File: src/hw/rtl/rcpd_pkg.sv
// Package with shared types and constants of the RC pulse to bidirectional drive core.
package rcpd_pkg;

  localparam int CAL_W      = 16;
  localparam int FAIL_W     = 22;
  localparam int DB_W       = 8;
  localparam int DUTY_W     = 8;
  localparam int CFG_ADDR_W = 3;
  localparam int CFG_DATA_W = 22;

  localparam logic [CAL_W-1:0]  MIN_WIDTH_RESET  = 16'd1100;
  localparam logic [CAL_W-1:0]  MAX_WIDTH_RESET  = 16'd1900;
  localparam logic [FAIL_W-1:0] FAIL_LIMIT_RESET = 22'd2000000;
  localparam logic [DB_W-1:0]   DEAD_BAND_RESET  = 8'd50;

  typedef enum logic [CFG_ADDR_W-1:0] {
    REG_MIN_WIDTH_ONE = 3'd0,
    REG_MAX_WIDTH_ONE = 3'd1,
    REG_MIN_WIDTH_TWO = 3'd2,
    REG_MAX_WIDTH_TWO = 3'd3,
    REG_FAIL_LIMIT    = 3'd4,
    REG_DEAD_BAND     = 3'd5
  } cfg_reg_t;

  typedef struct packed {
    logic [CAL_W-1:0]  min_width_one;
    logic [CAL_W-1:0]  max_width_one;
    logic [CAL_W-1:0]  min_width_two;
    logic [CAL_W-1:0]  max_width_two;
    logic [FAIL_W-1:0] fail_limit;
    logic [DB_W-1:0]   dead_band;
  } cfg_t;

  typedef struct packed {
    logic pulse_in_one;
    logic pulse_in_two;
  } in_item_t;

  typedef struct packed {
    logic              forward_one;
    logic [DUTY_W-1:0] duty_one;
    logic              forward_two;
    logic [DUTY_W-1:0] duty_two;
    logic              fail_safe;
  } out_item_t;

  typedef struct packed {
    logic track;
    logic ch;
    logic mul;
    logic prep;
    logic div_step;
    logic fin;
    logic out_load;
  } cmd_t;

  typedef struct packed {
    logic div_done;
  } status_t;

endpackage

File: src/hw/rtl/rcpd_stream_if.sv
// Valid/ready stream interface carrying one payload per transaction.
interface rcpd_stream_if #(
  parameter type payload_t = logic
);
  logic     valid;
  logic     ready;
  payload_t payload;

  modport source (output valid, output payload, input ready);
  modport sink (input valid, input payload, output ready);
endinterface

File: src/hw/rtl/rcpd_cfg_regs.sv
// Configuration register bank with plain write port.
module rcpd_cfg_regs (
  input  logic                            clk,
  input  logic                            rst_n,
  input  logic                            cfg_we,
  input  logic [rcpd_pkg::CFG_ADDR_W-1:0] cfg_index,
  input  logic [rcpd_pkg::CFG_DATA_W-1:0] cfg_wdata,
  output rcpd_pkg::cfg_t                  cfg
);

  rcpd_pkg::cfg_t cfg_r;

  always_ff @(posedge clk) begin
    if (!rst_n) begin
      cfg_r.min_width_one <= rcpd_pkg::MIN_WIDTH_RESET;
      cfg_r.max_width_one <= rcpd_pkg::MAX_WIDTH_RESET;
      cfg_r.min_width_two <= rcpd_pkg::MIN_WIDTH_RESET;
      cfg_r.max_width_two <= rcpd_pkg::MAX_WIDTH_RESET;
      cfg_r.fail_limit    <= rcpd_pkg::FAIL_LIMIT_RESET;
      cfg_r.dead_band     <= rcpd_pkg::DEAD_BAND_RESET;
    end else if (cfg_we) begin
      case (rcpd_pkg::cfg_reg_t'(cfg_index))
        rcpd_pkg::REG_MIN_WIDTH_ONE: cfg_r.min_width_one <= cfg_wdata[rcpd_pkg::CAL_W-1:0];
        rcpd_pkg::REG_MAX_WIDTH_ONE: cfg_r.max_width_one <= cfg_wdata[rcpd_pkg::CAL_W-1:0];
        rcpd_pkg::REG_MIN_WIDTH_TWO: cfg_r.min_width_two <= cfg_wdata[rcpd_pkg::CAL_W-1:0];
        rcpd_pkg::REG_MAX_WIDTH_TWO: cfg_r.max_width_two <= cfg_wdata[rcpd_pkg::CAL_W-1:0];
        rcpd_pkg::REG_FAIL_LIMIT:    cfg_r.fail_limit    <= cfg_wdata[rcpd_pkg::FAIL_W-1:0];
        rcpd_pkg::REG_DEAD_BAND:     cfg_r.dead_band     <= cfg_wdata[rcpd_pkg::DB_W-1:0];
        default: begin
        end
      endcase
    end
  end

  assign cfg = cfg_r;

endmodule

File: src/hw/rtl/rcpd_ctrl.sv
// Controller state machine sequencing tracking, mapping and result hand-off.
module rcpd_ctrl (
  input  logic                clk,
  input  logic                rst_n,
  input  logic                in_valid,
  output logic                in_ready,
  output logic                out_valid,
  input  logic                out_ready,
  input  rcpd_pkg::status_t   status,
  output rcpd_pkg::cmd_t      cmd
);

  typedef enum logic [5:0] {
    S_IDLE = 6'b000001,
    S_MUL  = 6'b000010,
    S_PREP = 6'b000100,
    S_DIV  = 6'b001000,
    S_FIN  = 6'b010000,
    S_OUT  = 6'b100000
  } state_t;

  state_t state_r, state_nxt;
  logic   ch_r, ch_nxt;
  logic   out_valid_r, out_valid_nxt;

  always_comb begin
    state_nxt = state_r;
    ch_nxt    = ch_r;
    in_ready  = 1'b0;
    cmd       = '0;
    cmd.ch    = ch_r;
    case (state_r)
      S_IDLE: begin
        in_ready = 1'b1;
        if (in_valid) begin
          cmd.track = 1'b1;
          ch_nxt    = 1'b0;
          state_nxt = S_MUL;
        end
      end
      S_MUL: begin
        cmd.mul   = 1'b1;
        state_nxt = S_PREP;
      end
      S_PREP: begin
        cmd.prep  = 1'b1;
        state_nxt = S_DIV;
      end
      S_DIV: begin
        cmd.div_step = 1'b1;
        if (status.div_done) begin
          state_nxt = S_FIN;
        end
      end
      S_FIN: begin
        cmd.fin = 1'b1;
        if (!ch_r) begin
          ch_nxt    = 1'b1;
          state_nxt = S_MUL;
        end else begin
          state_nxt = S_OUT;
        end
      end
      S_OUT: begin
        if (!out_valid_r || out_ready) begin
          cmd.out_load = 1'b1;
          state_nxt    = S_IDLE;
        end
      end
      default: begin
        state_nxt = S_IDLE;
      end
    endcase
  end

  always_comb begin
    if (cmd.out_load) begin
      out_valid_nxt = 1'b1;
    end else if (out_ready) begin
      out_valid_nxt = 1'b0;
    end else begin
      out_valid_nxt = out_valid_r;
    end
  end

  always_ff @(posedge clk) begin
    if (!rst_n) begin
      state_r     <= S_IDLE;
      ch_r        <= 1'b0;
      out_valid_r <= 1'b0;
    end else begin
      state_r     <= state_nxt;
      ch_r        <= ch_nxt;
      out_valid_r <= out_valid_nxt;
    end
  end

  assign out_valid = out_valid_r;

endmodule

File: src/hw/rtl/rcpd_datapath.sv
// Datapath with pulse trackers, width mapping multiplier, shared divider and result register.
module rcpd_datapath #(
  parameter int FULL_SCALE = 255,
  parameter int WIDTH_BITS = 16
) (
  input  logic                clk,
  input  logic                rst_n,
  input  rcpd_pkg::cfg_t      cfg,
  input  rcpd_pkg::in_item_t  in_item,
  input  rcpd_pkg::cmd_t      cmd,
  output rcpd_pkg::status_t   status,
  output rcpd_pkg::out_item_t out_item
);

  localparam int WB  = WIDTH_BITS;
  localparam int CW_ = rcpd_pkg::CAL_W;
  localparam int EW  = ((WB > CW_) ? WB : CW_) + 1;
  localparam int QB  = $clog2(2 * FULL_SCALE + 1);
  localparam int PW  = WB + QB;
  localparam int VW  = $clog2(FULL_SCALE + 1);
  localparam int NW  = $clog2(QB);
  localparam int SW  = rcpd_pkg::FAIL_W;
  localparam int DW  = rcpd_pkg::DUTY_W;

  localparam logic [QB-1:0] TWO_FS = QB'(2 * FULL_SCALE);
  localparam logic [QB-1:0] FS_Q   = QB'(FULL_SCALE);
  localparam logic [VW-1:0] FS_V   = VW'(FULL_SCALE);

  logic          last_r  [2];
  logic          await_r [2];
  logic [WB-1:0] hc_r    [2];
  logic [WB-1:0] pw_r    [2];
  logic [SW-1:0] sil_r   [2];
  logic          held_r  [2];
  logic          lv      [2];

  logic [PW-1:0]  num_r;
  logic           bad_r;
  logic           dle0_r;
  logic [CW_-1:0] span_r;
  logic           ovf_r;
  logic [CW_-1:0] rem_r;
  logic [QB-1:0]  low_r;
  logic [QB-1:0]  q_r;
  logic [NW-1:0]  cnt_r;
  logic           neg_r [2];
  logic [VW-1:0]  mag_r [2];
  rcpd_pkg::out_item_t out_r;

  logic [WB-1:0]    w_sel;
  logic [CW_-1:0]   lo_sel;
  logic [CW_-1:0]   hi_sel;
  logic [EW-1:0]    diff;
  logic [PW-1:0]    prod;
  logic [EW-2:0]    hi_part;
  logic             ovf;
  logic [CW_+1:0]   trial;
  logic [QB-1:0]    t_pos;
  logic [VW-1:0]    pos_mag;
  logic [VW-1:0]    neg_mag;
  logic             fin_neg;
  logic [VW-1:0]    fin_mag;
  logic             fail;
  logic [VW+DW-1:0] mag_ext [2];

  assign lv[0] = in_item.pulse_in_one;
  assign lv[1] = in_item.pulse_in_two;

  always_ff @(posedge clk) begin
    if (!rst_n) begin
      for (int i = 0; i < 2; i++) begin
        last_r[i]  <= 1'b0;
        await_r[i] <= 1'b0;
        hc_r[i]    <= '0;
        pw_r[i]    <= '0;
        sil_r[i]   <= '0;
      end
    end else if (cmd.track) begin
      for (int i = 0; i < 2; i++) begin
        last_r[i] <= lv[i];
        if (await_r[i] && !lv[i]) begin
          pw_r[i]    <= hc_r[i];
          await_r[i] <= 1'b0;
          sil_r[i]   <= '0;
        end else begin
          if (sil_r[i] != '1) begin
            sil_r[i] <= sil_r[i] + 1'b1;
          end
          if (await_r[i]) begin
            if (hc_r[i] != '1) begin
              hc_r[i] <= hc_r[i] + 1'b1;
            end
          end else if (lv[i] && !last_r[i]) begin
            await_r[i] <= 1'b1;
            hc_r[i]    <= WB'(1);
          end
        end
      end
    end
  end

  assign w_sel  = pw_r[cmd.ch];
  assign lo_sel = cmd.ch ? cfg.min_width_two : cfg.min_width_one;
  assign hi_sel = cmd.ch ? cfg.max_width_two : cfg.max_width_one;
  assign diff   = EW'(w_sel) - EW'(lo_sel);
  assign prod   = PW'(diff[WB-1:0]) * PW'(TWO_FS);

  always_ff @(posedge clk) begin
    if (cmd.mul) begin
      num_r  <= prod;
      bad_r  <= (hi_sel <= lo_sel);
      dle0_r <= diff[EW-1] || (diff == '0);
      span_r <= hi_sel - lo_sel;
    end
  end

  assign hi_part = (EW-1)'(num_r[PW-1:QB]);
  assign ovf     = (hi_part >= (EW-1)'(span_r));
  assign trial   = {1'b0, rem_r, low_r[QB-1]} - {2'b00, span_r};

  always_ff @(posedge clk) begin
    if (cmd.prep) begin
      ovf_r <= ovf;
      rem_r <= hi_part[CW_-1:0];
      low_r <= num_r[QB-1:0];
      q_r   <= '0;
      cnt_r <= '0;
    end else if (cmd.div_step) begin
      if (!trial[CW_+1]) begin
        rem_r <= trial[CW_-1:0];
        q_r   <= {q_r[QB-2:0], 1'b1};
      end else begin
        rem_r <= {rem_r[CW_-2:0], low_r[QB-1]};
        q_r   <= {q_r[QB-2:0], 1'b0};
      end
      low_r <= {low_r[QB-2:0], 1'b0};
      cnt_r <= cnt_r + 1'b1;
    end
  end

  assign status.div_done = (cnt_r == NW'(QB - 1));

  assign t_pos   = q_r - FS_Q;
  assign pos_mag = (t_pos > FS_Q) ? FS_V : VW'(t_pos);
  assign neg_mag = VW'(FS_Q - q_r);

  always_comb begin
    if (bad_r) begin
      fin_neg = 1'b0;
      fin_mag = '0;
    end else if (dle0_r) begin
      fin_neg = 1'b1;
      fin_mag = FS_V;
    end else if (ovf_r) begin
      fin_neg = 1'b0;
      fin_mag = FS_V;
    end else if (q_r >= FS_Q) begin
      fin_neg = 1'b0;
      fin_mag = pos_mag;
    end else begin
      fin_neg = 1'b1;
      fin_mag = neg_mag;
    end
    if ((VW+DW)'(fin_mag) < (VW+DW)'(cfg.dead_band)) begin
      fin_neg = 1'b0;
      fin_mag = '0;
    end
  end

  always_ff @(posedge clk) begin
    if (cmd.fin) begin
      neg_r[cmd.ch] <= fin_neg;
      mag_r[cmd.ch] <= fin_mag;
    end
  end

  assign fail       = (sil_r[0] > cfg.fail_limit) || (sil_r[1] > cfg.fail_limit);
  assign mag_ext[0] = (VW+DW)'(mag_r[0]);
  assign mag_ext[1] = (VW+DW)'(mag_r[1]);

  always_ff @(posedge clk) begin
    if (!rst_n) begin
      held_r[0] <= 1'b1;
      held_r[1] <= 1'b1;
    end else if (cmd.out_load && !fail) begin
      held_r[0] <= !neg_r[0];
      held_r[1] <= !neg_r[1];
    end
  end

  always_ff @(posedge clk) begin
    if (cmd.out_load) begin
      out_r.fail_safe <= fail;
      if (fail) begin
        out_r.forward_one <= held_r[0];
        out_r.forward_two <= held_r[1];
        out_r.duty_one    <= '0;
        out_r.duty_two    <= '0;
      end else begin
        out_r.forward_one <= !neg_r[0];
        out_r.forward_two <= !neg_r[1];
        out_r.duty_one    <= mag_ext[0][DW-1:0];
        out_r.duty_two    <= mag_ext[1][DW-1:0];
      end
    end
  end

  assign out_item = out_r;

endmodule

File: src/hw/rtl/rc_pulse_to_bidirectional_drive_core.sv
// Top level of the RC pulse to bidirectional drive core.
//
//   Channel  Direction  Handshake            Payload
//   in_ch    sink       valid/ready          pulse_in_one, pulse_in_two
//   out_ch   source     valid/ready          forward_one, duty_one, forward_two, duty_two,
//                                            fail_safe
//   cfg      write      cfg_we               cfg_index, cfg_wdata
//
// Each transaction uses the shared restoring divider, Q = clog2(2*FULL_SCALE+1) quotient bits,
// one quotient bit per cycle, run once
// per channel. Reset is synchronous and needs no clearing pass. A finished result waits in
// the output register while the next transaction is accepted; the block stalls only when
// a new result is ready and the previous one has not yet been taken.
module rc_pulse_to_bidirectional_drive_core #(
  parameter int FULL_SCALE = 255,
  parameter int WIDTH_BITS = 16
) (
  input  logic                            clk,
  input  logic                            rst_n,
  rcpd_stream_if.sink                     in_ch,
  rcpd_stream_if.source                   out_ch,
  input  logic                            cfg_we,
  input  logic [rcpd_pkg::CFG_ADDR_W-1:0] cfg_index,
  input  logic [rcpd_pkg::CFG_DATA_W-1:0] cfg_wdata
);

  rcpd_pkg::cfg_t      cfg;
  rcpd_pkg::cmd_t      cmd;
  rcpd_pkg::status_t   status;
  rcpd_pkg::out_item_t out_item;
  logic                in_ready;
  logic                out_valid;

  rcpd_cfg_regs u_cfg_regs (
    .clk       (clk),
    .rst_n     (rst_n),
    .cfg_we    (cfg_we),
    .cfg_index (cfg_index),
    .cfg_wdata (cfg_wdata),
    .cfg       (cfg)
  );

  rcpd_ctrl u_ctrl (
    .clk       (clk),
    .rst_n     (rst_n),
    .in_valid  (in_ch.valid),
    .in_ready  (in_ready),
    .out_valid (out_valid),
    .out_ready (out_ch.ready),
    .status    (status),
    .cmd       (cmd)
  );

  rcpd_datapath #(
    .FULL_SCALE (FULL_SCALE),
    .WIDTH_BITS (WIDTH_BITS)
  ) u_datapath (
    .clk      (clk),
    .rst_n    (rst_n),
    .cfg      (cfg),
    .in_item  (in_ch.payload),
    .cmd      (cmd),
    .status   (status),
    .out_item (out_item)
  );

  assign in_ch.ready    = in_ready;
  assign out_ch.valid   = out_valid;
  assign out_ch.payload = out_item;

  a_fail_zero_duty: assert property (@(posedge clk) disable iff (!rst_n)
    out_ch.valid && out_ch.payload.fail_safe |->
      (out_ch.payload.duty_one == '0) && (out_ch.payload.duty_two == '0))
    else $error("Fail-safe result carries a nonzero duty.");

  a_one_at_a_time: assert property (@(posedge clk) disable iff (!rst_n)
    in_ch.valid && in_ch.ready |=> !in_ch.ready)
    else $error("Input ready right after a transaction was accepted.");

  a_load_when_free: assert property (@(posedge clk) disable iff (!rst_n)
    cmd.out_load |-> (!out_ch.valid || out_ch.ready))
    else $error("Output register loaded over a result not yet taken.");

  a_no_overlap: assert property (@(posedge clk) disable iff (!rst_n)
    cmd.track |-> !(cmd.mul || cmd.prep || cmd.div_step || cmd.fin || cmd.out_load))
    else $error("Tracking overlaps another datapath step.");

endmodule

File: src/flat_wrapper.sv
// flat-port wrapper written by rule: the top's interface ports become plain ports
module rc_pulse_to_bidirectional_drive_core_flat 
#(
  parameter int FULL_SCALE = 255,
  parameter int WIDTH_BITS = 16
)
  (clk, rst_n, cfg_we, cfg_index, cfg_wdata, in_ch_valid, in_ch_payload, in_ch_ready, out_ch_valid, out_ch_payload, out_ch_ready);
  rcpd_stream_if #(.payload_t(rcpd_pkg::in_item_t)) in_ch_i ();
  rcpd_stream_if #(.payload_t(rcpd_pkg::out_item_t)) out_ch_i ();
  input  logic clk;
  input  logic rst_n;
  input  logic cfg_we;
  input  logic [rcpd_pkg::CFG_ADDR_W-1:0] cfg_index;
  input  logic [rcpd_pkg::CFG_DATA_W-1:0] cfg_wdata;
  input wire logic [$bits(in_ch_i.valid)-1:0] in_ch_valid;
  input wire logic [$bits(in_ch_i.payload)-1:0] in_ch_payload;
  output wire logic [$bits(in_ch_i.ready)-1:0] in_ch_ready;
  output wire logic [$bits(out_ch_i.valid)-1:0] out_ch_valid;
  output wire logic [$bits(out_ch_i.payload)-1:0] out_ch_payload;
  input wire logic [$bits(out_ch_i.ready)-1:0] out_ch_ready;
  assign in_ch_i.valid = in_ch_valid;
  assign in_ch_i.payload = in_ch_payload;
  assign in_ch_ready = in_ch_i.ready;
  assign out_ch_valid = out_ch_i.valid;
  assign out_ch_payload = out_ch_i.payload;
  assign out_ch_i.ready = out_ch_ready;
  rc_pulse_to_bidirectional_drive_core #(.FULL_SCALE(FULL_SCALE), .WIDTH_BITS(WIDTH_BITS)) u_core (.clk(clk), .rst_n(rst_n), .in_ch(in_ch_i), .out_ch(out_ch_i), .cfg_we(cfg_we), .cfg_index(cfg_index), .cfg_wdata(cfg_wdata));
endmodule
File: config.mk
export PLATFORM = sky130hd
export DESIGN_NAME = rc_pulse_to_bidirectional_drive_core_flat
export DESIGN_NICKNAME = d
export VERILOG_FILES = /design/src/hw/rtl/rcpd_pkg.sv /design/src/hw/rtl/rcpd_stream_if.sv /design/src/hw/rtl/rcpd_cfg_regs.sv /design/src/hw/rtl/rcpd_ctrl.sv /design/src/hw/rtl/rcpd_datapath.sv /design/src/hw/rtl/rc_pulse_to_bidirectional_drive_core.sv /design/src/flat_wrapper.sv
export SDC_FILE = /design/constraint.sdc
export NUM_CORES = 1
export LEC_CHECK = 0
export BUFFER_PORTS_ARGS = -buffer_cell sky130_fd_sc_hd__buf_2
export CORE_MARGIN = 4
export CORE_UTILIZATION = 30
export CTS_BUF_LIST = sky130_fd_sc_hd__clkbuf_8
export CTS_CLUSTER_DIAMETER = 60
export DETAILED_ROUTE_END_ITERATION = 16
export PLACE_DENSITY_LB_ADDON = 0.08
export SYNTH_ARGS = -nofsm -noshare
export SYNTH_HDL_FRONTEND = slang
export SYNTH_HIERARCHICAL = 1
export SYNTH_SLANG_ARGS = --single-unit
File: constraint.sdc
create_clock -name clk -period 11.32 [get_ports clk]
set_input_delay 1.132 -clock clk [delete_from_list [all_inputs] [get_ports clk]]
set_output_delay 1.132 -clock clk [all_outputs]
set_load 0.03 [all_outputs]
==> results by group, run 1 <==
Global route
  – Largest net degree at the start of global routing: 71
  – First-pass GRT wire length: 87400 um
  – Initial antenna violation count: 1
  – Vias in the first global route: 15600
  – GRT Util Overall: 14.1%
  – Total gr overflow: 0

Clocking
  – Insertion delay to the later sink of the worst-skew pair: 0.64 ns
  – Htree depth: 3
  – Setup bufs post-CTS: 0
  – CTS tree: yes
  – Worst-case clock buffer depth: 3
  – Total CTS buffers: 71
  – Clock transition at the registers of the reported paths: 0.06 ns
  – Root Driver: clkbuf_8
  – # resized after CTS: 0
  – Post-CTS Hold Fix Bufs: 0
  – Clock sinks: 333

Cells and area
  – Share of cells above drive strength 1: 10.5%
  – Commonest non-fill, non-tap cell in the layout: inv_1
  – Commonest non-fill, non-tap cells in the layout: 211 x inv_1, 201 x edfxtp_1, 188 x ha_1
  – Final Non-Filler Cells: 3203
  – Layout Nets: 2468
  – Final Util: 34.1%
  – Area grow syn2layout: 12.4%

Synthesis
  – Yosys top cell area share: 27.9%
  – Area contributors post-synth: edfxtp_1 28%, dfxtp_1 12%, ha_1 11%
  – Asr flop ratio synth: 0%
  – Post-Syn Instances: 2135
  – Ys Warns: 6
  – Yosys reg bits: 333
  – EDFF count, synth: 201
  – Syn Nets: 2408
  – Post-synthesis sequential area ratio: 40.0%
  – Leading area contributor after synthesis: edfxtp_1
  – Primary FF master, synth: edfxtp_1
  – Post-synth cell types: 86
  – Post-Syn Area: 21700 um^2
  – Mean post-synth cell area: 10.2 um^2

Placement
  – I/O Buffers: 52
  – Hpwl dp: 40400 um
  – Placer Congestion: 0.770
  – Cells after DPL: 3072

Routing
  – Initial DRT Pass Iterations: 6
  – Vias: 14900
  – Wire per inst: 16.9 um
  – Remaining antenna violation count: 0
  – Initial DRC count: 766
  – Post-Route M1 WL: 26700 um
  – Highest routed layer: met4
  – Via density: 4.65
  – Drt drc: 0
  – Total routed wirelength: 54300 um
  – Metal2 WL: 25000 um
  – Met3 WL post-DR: 1480 um

Power
  – Internal: 3.85 mW
  – Switching portion of total power: 40.1%
  – Clock share of power: 20.5%
  – Gate power share: 53.8%
  – Sequential power share: 25.6%
  – Worst vdd ir: 0.000290 V
  – Power Dens Cells: 264 nW/um^2
  – P_sw: 2.58 mW
  – Design Power: 6.43 mW
  – Leakage: 10.1 nW

Timing
  – Max-slew violations: 0
  – Hold Fails Final Rpt: 0
  – Worst Skew: 0.0351 ns
  – Slew @ Worst Pin: 1.06 ns
  – Tmin final: 7.80 ns
  – Final TNS setup: 0 ns
  – Setup violators final: 0
  – Rel. slew slack: 29.6%
  – F_max: 0.128 GHz
  – Fin crit share: 68.9%
  – RSZ-0062 raised after global routing: no

Die
  – Die width: 277 um
  – Effective utilization at floorplan: 30.3%
  – # IOs: 53
  – Cell row count: 98
  – Die H: 277 um
  – Core region area: 71500 um^2
  – Die area: 76600 um^2

Setup path
  – Worst reg2reg path depth: 25
  – Worst path required time: 11.69 ns
  – Crit path kind: flip-flop to flip-flop
  – Worst Path Arrival: 8.17 ns
  – Crit start category: flip-flop
  – CP Capture Type: flip-flop
  – CP Max Fanout: 52

Flow run
  – Max-cap violations: 0

Run status
  – Outcome: finished, final reports clean

Min path
  – Hold path cells: 2
  – Hold Path Class: flip-flop to flip-flop
-- cell families (layout without fill, tap and decap cells) --
logic type	count (synthesis)	count (layout)	synth area share [%]
other cells	0	1	0
simple gates	695	695	16.3
buf+inv	270	387	4.98
compound gates	274	274	8.57
xor+xnor	151	151	6.28
fa+ha+maj	246	246	16.0
mux	166	166	7.89
flops	333	333	40.0
-- path summary, 6_finish.rpt --
kind                                               start                                endpoint  slack [ns]
setup / recovery         u_core/u_ctrl/ch_r$_SDFFE_PN0P_   u_core/u_datapath/num_r[22]$_DFFE_PP_        3.52
hold / removal    u_core/u_cfg_regs/cfg[74]$_SDFFE_PN0P_  u_core/u_cfg_regs/cfg[74]$_SDFFE_PN0P_        0.45
setup reg to reg         u_core/u_ctrl/ch_r$_SDFFE_PN0P_   u_core/u_datapath/num_r[22]$_DFFE_PP_        3.52
hold reg to reg   u_core/u_cfg_regs/cfg[74]$_SDFFE_PN0P_  u_core/u_cfg_regs/cfg[74]$_SDFFE_PN0P_        0.45
-- cell type report --
cell class | count | area (um^2)
multi-input combinational | 1532 | 12000
antenna | 1 | 2.50
tap | 950 | 1190
inverter | 192 | 721
clock buffer | 84 | 1160
sequential | 333 | 8680
timing repair buffer | 65 | 360
clock inverter | 46 | 295
fill | 7281 | 47100
-- cell usage after synthesis (all sizes together), types with 15 or more instances --
master	n
fa	53
and2	57
nor2	175
mux2i	128
nor3	23
ha	188
a21oi	80
nor2b	71
nand2	177
a21o	40
dfxtp	132
nand3	45
nand4	31
inv	192
and3	32
clkbuf	45
edfxtp	201
xor2	70
buf	33
xnor2	80
mux2	38
o21ai	44
nand3b	15
-- per-stage QoR --
| step | cell area, um^2 | hold slack (ns) | setup slack (ns) |
|---|---|---|---|
| floorplan | 21700 | 0.432 | 4.29 |
| CTS | 24400 | 0.457 | 3.47 |
| global route | 24400 | 0.465 | 2.94 |
| finish | 24400 | 0.454 | 3.52 |
| global placement | 22900 | 0.442 | 3.59 |
| detailed placement | 22900 | 0.446 | 3.48 |
-- state kept, by name, indices dropped and copies added, names as in the netlist, 8 cells and up --
signal,flops
u_core/u_datapath/q_r,9
u_core/u_datapath/hc_r,32
u_core/u_cfg_regs/cfg,94
u_core/u_datapath/low_r,8
u_core/u_datapath/sil_r,44
u_core/u_datapath/pw_r,32
u_core/u_datapath/out_item,19
u_core/u_datapath/mag_r,16
u_core/u_datapath/rem_r,16
u_core/u_datapath/num_r,24
u_core/u_datapath/span_r,16
-- critical path: stages (launching register included) --
cell      delay [ns]
dfxtp_2         0.33
buf_4           0.63
mux2i_1         0.37
ha_1            0.21
inv_1           0.05
fa_1            0.39
a21o_1          0.17
a21oi_1         0.27
o21bai_1        0.10
a21oi_1         0.17
xnor2_1         0.43
xnor2_1         0.30
xnor2_1         0.41
fa_1            0.49
fa_1            0.54
inv_1           0.05
fa_1            0.54
inv_1           0.04
ha_1            0.24
or4_1           0.51
o22ai_1         0.35
o21ba_2         0.25
a21oi_1         0.09
a41oi_1         0.27
nor2b_1         0.19
xnor2_1         0.08
-- power groups by stage --
stage | clock, mW | combinational (mW) | sequential (mW)
floorplan | 0 | 2.77 | 1.64
global placement | 0 | 3.44 | 1.68
detailed placement | 0 | 3.46 | 1.68
CTS | 1.39 | 3.49 | 1.65
global route | 1.44 | 4.03 | 1.66
finish | 1.32 | 3.46 | 1.65
-- per-layer routing --
layer / up-vias / global-route usage, %
met5: - / 0
met4: 0 / 3.58
met3: 70 / 2.40
met2: 170 / 23.2
met1: 7081 / 19.2
li1: 7577 / -
(Power assumes the default switching activity.)
==> run 2, diff against run 1 <==
- ABC_AREA: unset -> 1
- clock period: 11.32 -> 7.99 ns (I/O delays scaled with it)
==> run 2 against run 1 <==
Worst setup slack got worse by 2.6 ns. Maximum frequency rose by 11%. Largest cell class unchanged. Highest routed layer is now met5. Core utilization shrank 0.10 points. Critical path depth shrank 2. Global-route usage is 1.2 points higher. Register-to-register slack got worse by 2.6 ns. Non-clock buffer count increased by 5.
==> results by group, run 2 <==
Synthesis
  – Ys Warns: 6 (unchanged)
  – Post-Synth Adder-Cell Area: 15.2% (-0.76 points)
  – Largest family of logic cells by synthesized area: simple AND/OR/NAND/NOR gates
  – Simple-gate share of the synthesized area: 23.4% (+7.2 points)
  – Post-synth cell types: 58 (-33%)
  – Synth top cells by count: 517 x nand2_1, 403 x inv_1, 338 x nor2_1
  – Complex-gate fraction of the synthesized area: 7.32% (-1.3 points)
  – Mux share of post-synthesis cell area: 2.22% (-5.7 points)
  – Post-synthesis sequential area ratio: 38.7% (-1.3 points)
  – Leading area contributor after synthesis: edfxtp_1
  – Asr flop ratio synth: 0% (unchanged)
  – Post-Synth XOR/XNOR Area: 4.77% (-1.5 points)
  – Mean post-synth cell area: 8.30 um^2 (-18%)
  – Post-Syn Area: 22400 um^2 (+3.5%)
  – Post-Syn Instances: 2701 (+27%)
  – Yosys top cell area share: 26.9% (-0.93 points)
  – Area contributors post-synth: edfxtp_1 27%, dfxtp_1 12%, ha_1 10%
  – Yosys reg bits: 333 (unchanged)
  – Syn Nets: 2974 (+24%)
  – Primary FF master, synth: edfxtp_1
  – EDFF count, synth: 201 (unchanged)
  – Count leader, synth: nand2_1

Timing
  – Slew @ Worst Pin: 1.05 ns (-0.00837 ns)
  – Tmin final: 7.03 ns (-0.767 ns)
  – Hold Fails Final Rpt: 0 (unchanged)
  – Final TNS setup: 0 ns (unchanged)
  – RSZ-0062 raised after global routing: no
  – Rel. slew slack: 29.9% (+0.39 points)
  – Max-slew violations: 0 (unchanged)
  – Setup violators final: 0 (unchanged)
  – F_max: 0.142 GHz (+11%)
  – Fin crit share: 88.0% (+19 points)
  – Worst Skew: 0.0323 ns (-0.00276 ns)

Cells and area
  – Layout Nets: 3053 (+24%)
  – Commonest non-fill, non-tap cells in the layout: 517 x nand2_1, 438 x inv_1, 337 x nor2_1
  – Share of cells above drive strength 1: 9.67% (-0.81 points)
  – Area grow syn2layout: 11.3%
  – Fill count: 7786 (+6.9%)
  – Largest register FFs: 94 (unchanged)
  – Commonest non-fill, non-tap cell in the layout: nand2_1
  – Cell area after layout: 25000 um^2 (+2.5%)
  – Final Util: 34.0% (-0.10 points)

Setup path
  – CP Max Fanout: 29 (-44%)
  – CP Capture Type: flip-flop
  – R2r setup slk: 0.96 ns (-2.56 ns)
  – Worst Path Arrival: 7.40 ns (-0.77 ns)
  – Crit path kind: flip-flop to flip-flop
  – Crit start category: flip-flop
  – Worst path required time: 8.36 ns (-3.33 ns)

Routing
  – Initial DRC count: 735 (-4.0%)
  – Vias: 17400 (+17%)
  – Wire per inst: 16.1 um (-5.0%)
  – Drt drc: 0 (unchanged)
  – Via density: 4.58 (-1.5%)
  – Initial DRT Pass Iterations: 5 (-1)
  – Total routed wirelength: 61100 um (+13%)
  – Remaining antenna violation count: 0 (unchanged)

Clocking
  – Post-CTS Hold Fix Bufs: 0 (unchanged)
  – Root Driver: clkbuf_8
  – Total CTS buffers: 67 (-5.6%)
  – Clock transition at the registers of the reported paths: 0.05 ns (about the same)
  – Insertion delay to the later sink of the worst-skew pair: 0.63 ns (about the same)
  – # resized after CTS: 0 (unchanged)
  – Clock sinks: 333 (unchanged)
  – Htree depth: 3 (unchanged)
  – Setup bufs post-CTS: 0 (unchanged)
  – CTS tree: yes
  – Worst-case clock buffer depth: 3 (unchanged)

Die
  – Die area: 79200 um^2 (+3.4%)
  – Cell row count: 99 (+1.0%)
  – Core region area: 73500 um^2 (+2.8%)
  – Die H: 281 um (+1.7%)
  – Effective utilization at floorplan: 30.5% (+0.21 points)
  – # IOs: 53 (unchanged)
  – Die width: 281 um (+1.7%)

Flow run
  – Max-cap violations: 0 (unchanged)

Global route
  – Initial antenna violation count: 3 (+2)
  – First-pass GRT wire length: 96200 um (+10%)
  – GRT Util Overall: 15.3% (+1.2 points)
  – Vias in the first global route: 17300 (+11%)
  – Largest net degree at the start of global routing: 56 (-21%)
  – Total gr overflow: 0 (unchanged)

Power
  – Leakage: 11.4 nW (+12%)
  – Power Dens Cells: 404 nW/um^2 (+53%)
  – Worst vdd ir: 0.000732 V (+150%)

Placement
  – Hpwl dp: 47000 um (+17%)
  – Area after DPL: 23700 um^2 (+3.6%)
  – I/O Buffers: 52 (unchanged)
  – Placer Congestion: 0.844 (+9.6%)

Run status
  – Outcome: finished, final reports clean

Min path
  – Hold Path Class: input port to flip-flop
-- run 2: cell types whose count changed after synthesis, moves of 17 or more --
| cell | previous run | this run |
|---|---|---|
| a21o_1 | 40 | 10 |
| a21oi_1 | 80 | 125 |
| and2_1 | 56 | 1 |
| and3_1 | 32 | 1 |
| clkbuf_1 | 45 | 21 |
| inv_1 | 191 | 403 |
| mux2i_1 | 128 | 16 |
| nand2_1 | 177 | 517 |
| nand2_2 | 0 | 17 |
| nand3_1 | 45 | 189 |
| nor2_1 | 175 | 338 |
| nor2b_1 | 71 | 0 |
| o21ai_0 | 41 | 91 |
| xnor2_1 | 77 | 31 |
-- run 2: kinds of logic (layout without fill, tap and decap cells) --
| kind of cell | count (synthesis) | after routing |
|---|---|---|
| simple gates | 1197 | 1197 |
| buf+inv | 475 | 607 |
| flops | 333 | 333 |
| compound gates | 292 | 292 |
| fa+ha+maj | 241 | 241 |
| xor+xnor | 117 | 117 |
| mux | 46 | 46 |
| other cells | 0 | 5 |
-- run 2: critical path: stages (launching register included) --
cell	delay (ns)
dfxtp_2	0.81
mux2i_1	0.45
ha_1	0.21
inv_1	0.06
fa_1	0.40
nand3_1	0.10
nand2_1	0.10
xor2_1	0.54
inv_1	0.21
nand2_1	0.15
nand2_1	0.08
xor2_1	0.37
fa_1	0.50
fa_1	0.54
inv_1	0.05
fa_1	0.53
inv_1	0.04
ha_1	0.34
a21oi_1	0.21
a21boi_0	0.32
o21ai_0	0.20
a21oi_1	0.26
o21ai_0	0.13
xor2_1	0.16
-- run 2: layer usage --
| metal | track usage [%] | up-vias | part of all wire (%) |
|---|---|---|---|
| li1 | - | 8990 | - |
| met1 | 21.4 | 8093 | 49 |
| met2 | 24.7 | 230 | 45 |
| met3 | 2.33 | 81 | 2.9 |
| met4 | 4.24 | 4 | 2.2 |
| met5 | 0 | - | 0.044 |
-- run 2: final timing paths --
kind                                               start                                endpoint  cells past startpoint
hold reg to reg   u_core/u_cfg_regs/cfg[40]$_SDFFE_PN1P_  u_core/u_cfg_regs/cfg[40]$_SDFFE_PN1P_                      2
setup / recovery         u_core/u_ctrl/ch_r$_SDFFE_PN0P_   u_core/u_datapath/num_r[18]$_DFFE_PP_                     23
setup reg to reg         u_core/u_ctrl/ch_r$_SDFFE_PN0P_   u_core/u_datapath/num_r[18]$_DFFE_PP_                     23
hold / removal                             cfg_wdata[18]  u_core/u_cfg_regs/cfg[26]$_SDFFE_PN1P_                      3
-- run 2: area by class of cell --
cell class                 count  area [um^2]  share of cell area [%]
antenna                        5         12.5                  0.0501
clock buffer                  74         1020                    4.08
clock inverter                48          205                   0.822
inverter                     415         1560                    6.24
multi-input combinational   1893        11900                    47.6
sequential                   333         8680                    34.8
tap                          959         1200                    4.81
timing repair buffer          70          398                    1.59
-- run 2: power breakdown --
part | internal, mW | total [mW] | switching, mW | leakage (nW)
clock | 0.851 | 1.63 | 0.781 | 0.755
sequential | 2.31 | 2.46 | 0.142 | 3.03
combinational | 2.17 | 5.99 | 3.82 | 7.58
-- run 2: per-stage QoR --
step	power [mW]	setup slack (ns)	std cells	hold WS, ns
floorplan	6.80	1.43	2701	0.423
global placement	8.64	0.832	3670	0.434
detailed placement	8.60	0.848	3670	0.443
CTS	10.3	0.845	3792	0.292
global route	11.1	0.405	3797	0.328
finish	10.1	0.958	3797	0.368
